**config.mk**
```make
export PLATFORM = sky130hd
export DESIGN_NAME = rom_image_header_parser_core
export DESIGN_NICKNAME = d
export VERILOG_FILES = /design/src/hw/rtl/rihp_pkg.sv /design/src/hw/rtl/rom_image_header_parser_core.sv /design/src/hw/rtl/rihp_capture.sv /design/src/hw/rtl/rihp_decode.sv
export SDC_FILE = /design/constraint.sdc
export NUM_CORES = 1
export LEC_CHECK = 0
export ABC_CLOCK_PERIOD_IN_PS = 5600
export BUFFER_PORTS_ARGS = -buffer_cell sky130_fd_sc_hd__clkbuf_2
export CAP_MARGIN = 20
export CORE_ASPECT_RATIO = 2
export CORE_MARGIN = 3
export CORE_UTILIZATION = 40
export CTS_BUF_LIST = sky130_fd_sc_hd__clkbuf_4 sky130_fd_sc_hd__clkbuf_8
export CTS_CLUSTER_DIAMETER = 50
export DETAILED_ROUTE_END_ITERATION = 16
export SLEW_MARGIN = 20
export SYNTH_ARGS = -nofsm -noshare
export SYNTH_HDL_FRONTEND = slang
export SYNTH_SLANG_ARGS = --single-unit
```
**constraint.sdc**
```tcl
create_clock -name clk -period 5.6 [get_ports clk]
set_input_delay 0.28 -clock clk [delete_from_list [all_inputs] [get_ports clk]]
set_output_delay 0.28 -clock clk [all_outputs]
set_load 0.005 [all_outputs]
```
**src/hw/rtl/rihp_pkg.sv**
```systemverilog
`timescale 1ns / 1ps
`default_nettype none

package rihp_pkg;

  // Header geometry and magic bytes.
  localparam int unsigned HEADER_BYTES = 16;
  localparam int unsigned POS_W        = $clog2(HEADER_BYTES) + 1;
  localparam logic [7:0]  MAGIC_0      = 8'h4E;
  localparam logic [7:0]  MAGIC_1      = 8'h45;
  localparam logic [7:0]  MAGIC_2      = 8'h53;
  localparam logic [7:0]  MAGIC_3      = 8'h1A;
  localparam logic [7:0]  FORMAT_V1    = 8'h00;
  localparam logic [7:0]  FORMAT_V2    = 8'h08;

  // Byte positions that are kept.
  localparam logic [POS_W-1:0] POS_MAGIC_0 = POS_W'(0);
  localparam logic [POS_W-1:0] POS_MAGIC_1 = POS_W'(1);
  localparam logic [POS_W-1:0] POS_MAGIC_2 = POS_W'(2);
  localparam logic [POS_W-1:0] POS_MAGIC_3 = POS_W'(3);
  localparam logic [POS_W-1:0] POS_PRG     = POS_W'(4);
  localparam logic [POS_W-1:0] POS_CHR     = POS_W'(5);
  localparam logic [POS_W-1:0] POS_FLAGS6  = POS_W'(6);
  localparam logic [POS_W-1:0] POS_FLAGS7  = POS_W'(7);
  localparam logic [POS_W-1:0] POS_RAM     = POS_W'(8);
  localparam logic [POS_W-1:0] POS_FORMAT  = POS_W'(12);
  localparam logic [POS_W-1:0] POS_LAST    = POS_W'(HEADER_BYTES - 1);
  localparam logic [POS_W-1:0] POS_IDLE    = POS_W'(HEADER_BYTES);

  // Offsets in bytes.
  localparam logic [9:0] HEADER_OFFSET = 10'h010;
  localparam logic [9:0] TRAINER_BYTES = 10'h200;
  localparam logic [20:0] EIGHT_K      = 21'h02000;

  // Flag bits of flags six.
  localparam int unsigned F6_MIRROR  = 0;
  localparam int unsigned F6_BATTERY = 1;
  localparam int unsigned F6_TRAINER = 2;
  localparam int unsigned F6_FOUR    = 3;

  typedef enum logic [1:0] {
    ST_OK         = 2'd0,
    ST_BAD_MAGIC  = 2'd1,
    ST_BAD_FORMAT = 2'd2,
    ST_V2_UNSUPP  = 2'd3
  } status_t;

  typedef enum logic [1:0] {
    MIR_HORIZONTAL = 2'd0,
    MIR_VERTICAL   = 2'd1,
    MIR_FOUR       = 2'd2
  } mirror_t;

  // Captured header content handed from capture to decode.
  typedef struct packed {
    logic       magic_ok;
    logic [7:0] prg_bank_count;
    logic [7:0] chr_bank_count;
    logic [7:0] flags_six;
    logic [7:0] flags_seven;
    logic [7:0] ram_bank_count;
    logic [7:0] format_byte;
  } hdr_t;

  // Result item, last field in the lowest bits.
  typedef struct packed {
    logic        pad;
    logic [21:0] chr_offset;
    logic [9:0]  prg_offset;
    logic        chr_is_ram;
    logic [20:0] prg_ram_bytes;
    logic [20:0] chr_bytes;
    logic [21:0] prg_rom_bytes;
    logic        has_trainer;
    logic        has_battery;
    logic [1:0]  mirroring_mode;
    logic [7:0]  mapper_number;
    logic [1:0]  status;
  } result_t;

  localparam int unsigned RESULT_W = $bits(result_t);

endpackage

`default_nettype wire

```
**src/hw/rtl/rom_image_header_parser_core.sv**
```systemverilog
`timescale 1ns / 1ps
`default_nettype none
// The result item is registered and is valid in the cycle after the sixteenth header byte is taken.
// Throughput: one byte per cycle; a byte is taken whenever the output register is empty
// or is being drained, so while a result waits unread the input side is stalled.
// Reset (synchronous, active low): the parser idles until a byte with the start flag,
// the captured header reads as zero and no result is pending.

module rom_image_header_parser_core (
  input  wire logic                        clk,
  input  wire logic                        rst_n,
  input  wire logic                        in_tvalid,
  output logic                             in_tready,
  input  wire logic [7:0]                  in_tdata,   // [7:0] header_byte
  input  wire logic [0:0]                  in_tuser,   // [0] first_byte
  output logic                             out_tvalid,
  input  wire logic                        out_tready,
  // [1:0] status, [9:2] mapper_number, [11:10] mirroring_mode, [12] has_battery,
  // [13] has_trainer, [35:14] prg_rom_bytes, [56:36] chr_bytes, [77:57] prg_ram_bytes,
  // [78] chr_is_ram, [88:79] prg_offset, [110:89] chr_offset, [111] zero
  output logic [rihp_pkg::RESULT_W-1:0]    out_tdata
);

  rihp_pkg::hdr_t hdr;
  logic           last_taken;
  logic           can_load;
  logic           in_accept;

  assign in_tready = can_load;
  assign in_accept = in_tvalid && can_load;

  // Byte position and header capture.
  rihp_capture u_capture (
    .clk         (clk),
    .rst_n       (rst_n),
    .accept      (in_accept),
    .first_byte  (in_tuser[0]),
    .header_byte (in_tdata),
    .hdr         (hdr),
    .last_taken  (last_taken)
  );

  // Field decode and output register.
  rihp_decode u_decode (
    .clk        (clk),
    .rst_n      (rst_n),
    .hdr        (hdr),
    .last_taken (last_taken),
    .can_load   (can_load),
    .out_tvalid (out_tvalid),
    .out_tready (out_tready),
    .out_tdata  (out_tdata)
  );

endmodule

`default_nettype wire

```
**src/hw/rtl/rihp_capture.sv**
```systemverilog
`timescale 1ns / 1ps
`default_nettype none

module rihp_capture (
  input  wire logic          clk,
  input  wire logic          rst_n,
  input  wire logic          accept,
  input  wire logic          first_byte,
  input  wire logic [7:0]    header_byte,
  output rihp_pkg::hdr_t     hdr,
  output logic               last_taken
);

  logic [rihp_pkg::POS_W-1:0] pos_r;
  logic [rihp_pkg::POS_W-1:0] pos_nxt;
  logic [rihp_pkg::POS_W-1:0] pos_eff;
  rihp_pkg::hdr_t             hdr_r;
  rihp_pkg::hdr_t             hdr_nxt;
  logic                       active;

  // A start flag restarts the position; past the header the bytes are ignored.
  assign pos_eff    = first_byte ? '0 : pos_r;
  assign active     = accept && (pos_eff < rihp_pkg::POS_IDLE);
  assign last_taken = active && (pos_eff == rihp_pkg::POS_LAST);
  assign hdr        = hdr_r;

  // Capture the byte at its position.
  always_comb begin
    hdr_nxt = hdr_r;
    pos_nxt = pos_r;
    if (active) begin
      pos_nxt = pos_eff + rihp_pkg::POS_W'(1);
      case (pos_eff)
        rihp_pkg::POS_MAGIC_0: hdr_nxt.magic_ok = (header_byte == rihp_pkg::MAGIC_0);
        rihp_pkg::POS_MAGIC_1: hdr_nxt.magic_ok = hdr_r.magic_ok &&
                                                  (header_byte == rihp_pkg::MAGIC_1);
        rihp_pkg::POS_MAGIC_2: hdr_nxt.magic_ok = hdr_r.magic_ok &&
                                                  (header_byte == rihp_pkg::MAGIC_2);
        rihp_pkg::POS_MAGIC_3: hdr_nxt.magic_ok = hdr_r.magic_ok &&
                                                  (header_byte == rihp_pkg::MAGIC_3);
        rihp_pkg::POS_PRG:     hdr_nxt.prg_bank_count = header_byte;
        rihp_pkg::POS_CHR:     hdr_nxt.chr_bank_count = header_byte;
        rihp_pkg::POS_FLAGS6:  hdr_nxt.flags_six      = header_byte;
        rihp_pkg::POS_FLAGS7:  hdr_nxt.flags_seven    = header_byte;
        rihp_pkg::POS_RAM:     hdr_nxt.ram_bank_count = header_byte;
        rihp_pkg::POS_FORMAT:  hdr_nxt.format_byte    = header_byte;
        default: ;
      endcase
    end
  end

  always_ff @(posedge clk) begin
    if (!rst_n) begin
      pos_r <= rihp_pkg::POS_IDLE;
      hdr_r <= '0;
    end else begin
      pos_r <= pos_nxt;
      hdr_r <= hdr_nxt;
    end
  end

endmodule

`default_nettype wire

```
**src/hw/rtl/rihp_decode.sv**
```systemverilog
`timescale 1ns / 1ps
`default_nettype none

module rihp_decode (
  input  wire logic                            clk,
  input  wire logic                            rst_n,
  input  wire rihp_pkg::hdr_t                  hdr,
  input  wire logic                            last_taken,
  output logic                                 can_load,
  output logic                                 out_tvalid,
  input  wire logic                            out_tready,
  output logic [rihp_pkg::RESULT_W-1:0]        out_tdata
);

  rihp_pkg::result_t res;
  rihp_pkg::result_t res_r;
  logic              valid_r;
  logic              valid_nxt;
  rihp_pkg::status_t status;
  logic [9:0]        prg_off;
  logic [21:0]       prg_bytes;

  // Status checks in priority order.
  always_comb begin
    if (!hdr.magic_ok) begin
      status = rihp_pkg::ST_BAD_MAGIC;
    end else if (hdr.format_byte != rihp_pkg::FORMAT_V1 &&
                 hdr.format_byte != rihp_pkg::FORMAT_V2) begin
      status = rihp_pkg::ST_BAD_FORMAT;
    end else if (hdr.format_byte == rihp_pkg::FORMAT_V2) begin
      status = rihp_pkg::ST_V2_UNSUPP;
    end else begin
      status = rihp_pkg::ST_OK;
    end
  end

  // Sizes are bank counts shifted into place; offsets add the trainer.
  assign prg_bytes = {hdr.prg_bank_count, 14'd0};
  assign prg_off   = rihp_pkg::HEADER_OFFSET |
                     (hdr.flags_six[rihp_pkg::F6_TRAINER] ? rihp_pkg::TRAINER_BYTES : 10'd0);

  always_comb begin
    res        = '0;
    res.status = status;
    if (status == rihp_pkg::ST_OK) begin
      res.mapper_number  = {hdr.flags_seven[7:4], hdr.flags_six[7:4]};
      res.mirroring_mode = hdr.flags_six[rihp_pkg::F6_FOUR] ? rihp_pkg::MIR_FOUR :
                           (hdr.flags_six[rihp_pkg::F6_MIRROR] ? rihp_pkg::MIR_VERTICAL :
                                                                 rihp_pkg::MIR_HORIZONTAL);
      res.has_battery    = hdr.flags_six[rihp_pkg::F6_BATTERY];
      res.has_trainer    = hdr.flags_six[rihp_pkg::F6_TRAINER];
      res.prg_rom_bytes  = prg_bytes;
      res.chr_bytes      = (hdr.chr_bank_count == 8'd0) ? rihp_pkg::EIGHT_K :
                           {hdr.chr_bank_count, 13'd0};
      res.prg_ram_bytes  = (hdr.ram_bank_count == 8'd0) ? rihp_pkg::EIGHT_K :
                           {hdr.ram_bank_count, 13'd0};
      res.chr_is_ram     = (hdr.chr_bank_count == 8'd0);
      res.prg_offset     = prg_off;
      res.chr_offset     = {12'd0, prg_off} + prg_bytes;
    end
  end

  // Output register: loads when empty or being drained in the same cycle.
  assign can_load  = !valid_r || out_tready;
  assign valid_nxt = last_taken ? 1'b1 : (valid_r && !out_tready);

  always_ff @(posedge clk) begin
    if (!rst_n) begin
      valid_r <= 1'b0;
    end else begin
      valid_r <= valid_nxt;
    end
  end

  always_ff @(posedge clk) begin
    if (last_taken) begin
      res_r <= res;
    end
  end

  assign out_tvalid = valid_r;
  assign out_tdata  = res_r;

endmodule

`default_nettype wire

```
After elaboration in Yosys (flattened, before gate mapping)
Cells that the tools add are included.
- bits in registers: 166
- input port bits: 13
- output and inout port bits: 114
- word-level logic and storage cells: 84
- add/subtract/negate cells: 2
- order comparisons: 1
- equality and inequality tests: 16
- mux-type cells: 12
- bitwise operators: 1
- reduce and logical (&&, ||, !) cells: 27
- operators by type and width (operator ; number):
    $mux 82 ; 1
    $mux 21 ; 2
    $eq 8x7->1 const B ; 3
    $add 10x22->22 ; 1
    $eq 5x3->1 const B ; 4
    $logic_not 8->1 ; 2
    $eq 5x4->1 const B ; 3
    $reduce_and 2->1 ; 7
    $eq 5x2->1 const B ; 2
    $mux 10 ; 1
    $eq 8x4->1 const B ; 1
    $eq 8x5->1 const B ; 1
    $logic_and 1x1->1 ; 8
    $mux 2 ; 4
    $ne 8x4->1 const B ; 1
    $reduce_bool 8->1 ; 1
    $reduce_or 2->1 ; 3
    $add 5x1->5 const B ; 1
    $eq 5x1->1 const B ; 1
    $logic_not 5->1 ; 1
    $lt 5x5->1 const B ; 1
    $mux 5 ; 1
    $pmux 1 s4 ; 1
    $reduce_bool 4->1 ; 1
    other kinds (5) ; 7

Depth between registers and ports, before layout
- word-level depth: 7
- depth in mapped cells: 9
- gate-level depth less buffers: 8

By module
Synthesis repeated with hierarchy kept, for this count alone.
- cell total of the unflattened synthesis: 410
- area, all modules: 4588.2 um^2
- modules (own cells, without submodules) (module ; times used ; cells each ; area an instance (um^2) ; seq. area each (um^2)):
    rihp_capture ; 1 ; 236 ; 2414.8 ; 1081.0
    rihp_decode ; 1 ; 173 ; 2167.1 ; 1251.2
    rom_image_header_parser_core ; 1 ; 1 ; 6.3 ; 0.0

Worst setup path before layout
Ideal clock, no wire load.
- path type: register to register
- from: register u_capture.pos_r[1] (netlist name)
- to: register u_decode.res_r (netlist bit u_decode.out_tdata[0]), enable pin
- setup time: 396 ps
- arrival: 1983 ps
- data required time: 5204 ps
- path slack: 3222 ps
- stages on the path, launching flop included: 8
- path buffers: 2
- period minus slack after synthesis: 2378 ps
- cell sequence: dfxtp_1 buf_2 and3b_1 clkbuf_1 and3_1 ha_1 nand2_1 inv_1
- cells in the longest elaborated chain, start to end: 4
- elaborated cells on any way between the ends: 5
- classes of those cells: order compare (1); eq/ne (1); mux (1); reduce/logical (2)
- ends and longest elaborated chain (item ; RTL line ; text):
    from (decl) ; rihp_capture.sv:14 ; logic [rihp_pkg::POS_W-1:0] pos_r;
    from (signal assigned) ; rihp_capture.sv:54 ; pos_r <= rihp_pkg::POS_IDLE;
    from (signal assigned) ; rihp_capture.sv:57 ; pos_r <= pos_nxt;
    $mux 5 * ; rihp_capture.sv:22 ; assign pos_eff = first_byte ? '0 : pos_r;
    $lt 5x5->1 ; rihp_capture.sv:23 ; assign active = accept && (pos_eff < rihp_pkg::POS_IDLE);
    $logic_and 1x1->1 ; rihp_capture.sv:23 ;
    $logic_and 1x1->1 * ; rihp_capture.sv:24 ; assign last_taken = active && (pos_eff == rihp_pkg::POS_LAST);
    via last_taken ; rom_image_header_parser_core.sv:25 ; logic last_taken;
    to (signal assigned) ; rihp_decode.sv:77 ; res_r <= res;
    to (decl) ; rihp_decode.sv:16 ; rihp_pkg::result_t res_r;
Mark *: on every way through the listed nets, which the timed path passes. The rest lies on a longest branch.
A chain may end at the register's enable or synchronous reset.

Final worst setup path
- from: register u_capture.pos_r[2] (netlist name)
- to: register u_capture.hdr_r (netlist bit u_capture.hdr[23])
- cells in the longest elaborated chain, start to end: 4
- elaborated cells on any way between the ends: 5
- classes of those cells: order compare (1); eq/ne (1); mux (1); reduce/logical (2)
- ends and longest elaborated chain (item ; RTL line ; text):
    $mux 5 * ; rihp_capture.sv:22 ;
    $lt 5x5->1 ; rihp_capture.sv:23 ;
    $logic_and 1x1->1 ; rihp_capture.sv:23 ;
    $reduce_and 2->1 (no line) * ; -- ;
    to (signal assigned) ; rihp_capture.sv:58 ; hdr_r <= hdr_nxt;
    to (decl) ; rihp_capture.sv:17 ; rihp_pkg::hdr_t hdr_r;
Every way passes the cells marked *; elsewhere a longest branch is shown, timed or not.

==> summary.md <==
| Metric | Value |
|---|---|
| Status | `completed` |
| CTS H-Tree Depth | `3` |
| HPWL Detailed | `around 6000 um` |
| Post-route ant nets | `0` |
| CP max stage delay | `0.62 ns` |
| Final nets | `about 480` |
| Number of vias per cell | `4.673` |
| Mapped cell area | `around 4300 um2` |
| #FFs+latches synth | `between 90 and 100` |
| Ys Warns | `0` |
| TritonRoute pass-1 iters | `4` |
| Total setup buffers inserted after CTS | `0` |
| Worst hold path class | `input pin to register` |
| Floorplan core area | `10210 um2` |
| Top Usage Layer GRT | `met2` |
| Crit. End Element | `register` |
| Clock buffer depth | `2` |
| Top Ports | `127` |
| Setup Total Neg Slack | `0 ns` |
| Seq. cell area | `2252 um2` |
| Yosys top cell by area | `edfxtp_1` |
| Clock Latency Late Sink | `between 0.3 and 0.4 ns` |
| Post-synth top area share | `28.97%` |
| Grt met3 use | `3.491%` |
| Finish-stage setup viols | `0` |
| GR Layer Usage met2 | `25.00%` |
| Worst Path Buf+Inv | `0` |
| WP data arrival | `2.39 ns` |
| Critical Path Slowest Stage Cell | `and4_1` |
| Maximum vdd drop | `approximately 110 uV` |
| TritonCTS clock tree | `yes` |
| Cts hold-fix bufs | `0` |
| Post-synth top cells | `buf_4 (71), dfxtp_1 (51), edfxtp_1 (41), nor2_1 (38), and3_1 (35)` |
| Max-slew violation count | `0` |
| Diode count | `0` |
| Number of synthesized flops with an enable pin | `41` |
| GPL Wtd Cong | `0.8268` |
| Clk slew on worst S/H paths | `about 0.080 ns` |
| Slew @ Worst Pin | `0.9394 ns` |
| Die width | `between 70 and 80 um` |
| Area of the multi-input gates | `approximately 1600 um2` |
| Sequential area share after synthesis | `52.99%` |
| Filler cell count in the final layout | `1039` |
| Total congestion overflow | `0` |
| CTS buffer count | `9` |
| Total wire length | `8228 um` |
| Kind of critical path | `register to register` |
| Largest net degree at the start of global routing | `51` |
| Most common flop cell mapped by yosys | `dfxtp_1` |
| Synth area leaders | `edfxtp_1 (29%), dfxtp_1 (24%), buf_4 (13%)` |
| Gr usage total | `roughly 14%` |
| Cell count after synthesis | `419` |
| Slew Limit Headroom | `37.28%` |
| Share of cells above drive strength 1 | `17.56%` |
| Root buf cell | `clkbuf_8` |
| Crit path time final | `between 2 and 2.5 ns` |
| Max-cap violations | `0` |
| Layout area overhead | `6.712%` |
| Startpoint Class | `register` |
| Critical Path Fanout Max | `19` |
| Vias in the first global route | `2604` |
| Initial drt markers | `210` |
| Met1 Track Usage GR | `between 10% and 20%` |
| Mapped Avg Cell Area | `between 10 and 15 um2` |
| CP required | `5.83 ns` |
| Fin crit share | `38.69%` |
| Cts repair resizes | `0` |
| Final Util | `between 40 and 50%` |
| IO buf count | `65` |
| DRC violations left | `0` |
| Clock sinks | `92` |
| Final Skew | `0.005718 ns` |
| Routed vias | `between 2000 and 3000` |
| Die height | `roughly 150 um` |
| Final hold vios | `0` |
| Initial Util | `41.61%` |
| Power per cell area | `between 200 and 300 nW/um2` |
| Antenna violations before repair | `0` |
| Top-count cell post-synth | `buf_4` |
| CP delay by family, top | `simple AND/OR/NAND/NOR gates` |
| Post-synth cell types | `39` |
| Crit path cell chain | `nor3b_1 -> and4_1 -> nand3_1 -> mux2i_1 -> nor2_1` |
| Routed WL per cell | `13.67 um` |
| Site Rows | `52` |
| Post-synth ARST share | `0%` |
| Die area | `11970 um2` |
| RSZ-0062 raised after global routing | `false` |
| Static leakage | `0.002136 uW` |
| FMAX | `461.5 MHz` |
| First-pass GRT wire length | `13120 um` |
==> sequential cells by signal (all words and copies together) (netlist names) <==
name                 flops
u_decode.out_tvalid      1
u_capture.pos_r          5
u_decode.out_tdata      41
u_capture.hdr           45
==> placed cells by master, fill, tap and decap left out, drive strengths merged, types with 2 or more instances in the layout <==
cell and count:
clkbuf 76, conb 61, dfxtp 51, edfxtp 41, nor2 38, and3 35
nand2 31, mux2i 29, a21oi 23, nand3 20, nor3 8, inv 8
nand2b 4, o21ai 4, nor4 3, nor3b 3, ha 3, buf 3
clkinv 3, nor2b 2, nand3b 2, a211oi 2
==> per-stage QoR <==
stage	setup slack (ns)	power, uW	cell area (um2)	hold WS, ns	std cells
after floorplan	3.222	790.2	4476	0.3689	479
after global placement	3.517	775.4	4345	0.4422	586
after detailed placement	3.432	776.5	4345	0.4457	586
after CTS	3.436	1205	4536	0.1307	602
after global routing	3.131	1242	4536	0.1366	602
final	3.433	1193	4536	0.1576	602
==> cells by family (layout without fill, tap and decap cells) <==
kind of cell    Yosys count  count (layout)  synth area share, %
other cells               1              61              0.08823
xor+xnor                  1               1               0.2061
compound gates           37              37                5.093
fa+ha+maj                 3               3               0.8832
buf+inv                 103              91                15.84
flops                    92              92                52.99
mux                      29              29                6.830
simple gates            153             153                18.08
==> worst paths after layout <==
kind,cells past startpoint,start,endpoint,slack [ns]
max reg2reg,5,u_capture.pos_r[2]$_SDFFE_PN0P_,u_capture.hdr[23]$_SDFFE_PN0P_,3.43
min reg2reg,2,u_capture.hdr[28]$_SDFFE_PN0P_,u_capture.hdr[28]$_SDFFE_PN0P_,0.46
min,2,rst_n,u_capture.pos_r[4]$_SDFFE_PN1P_,0.16
max,5,u_capture.pos_r[2]$_SDFFE_PN0P_,u_capture.hdr[23]$_SDFFE_PN0P_,3.43
==> layer usage <==
metal	wire length, um	part of all wire [%]
met4	172	2.1
met5	0	0
met2	4278	52
met3	503	6.1
met1	3274	40
==> final cells by class <==
| cell class | count | share of cell area [%] |
|---|---|---|
| flip-flops and latches | 92 | 49.66 |
| clock buffers | 11 | 3.062 |
| repair buffers | 68 | 7.669 |
| clock inverters | 5 | 1.131 |
| multi-input cells | 284 | 34.18 |
| well taps | 135 | 3.724 |
| inverters | 7 | 0.5793 |
==> power breakdown <==
group	internal, uW	switching, uW
clock network	214	217
registers	698	8.74
logic	14.0	41.1
(Power assumes the default switching activity.)
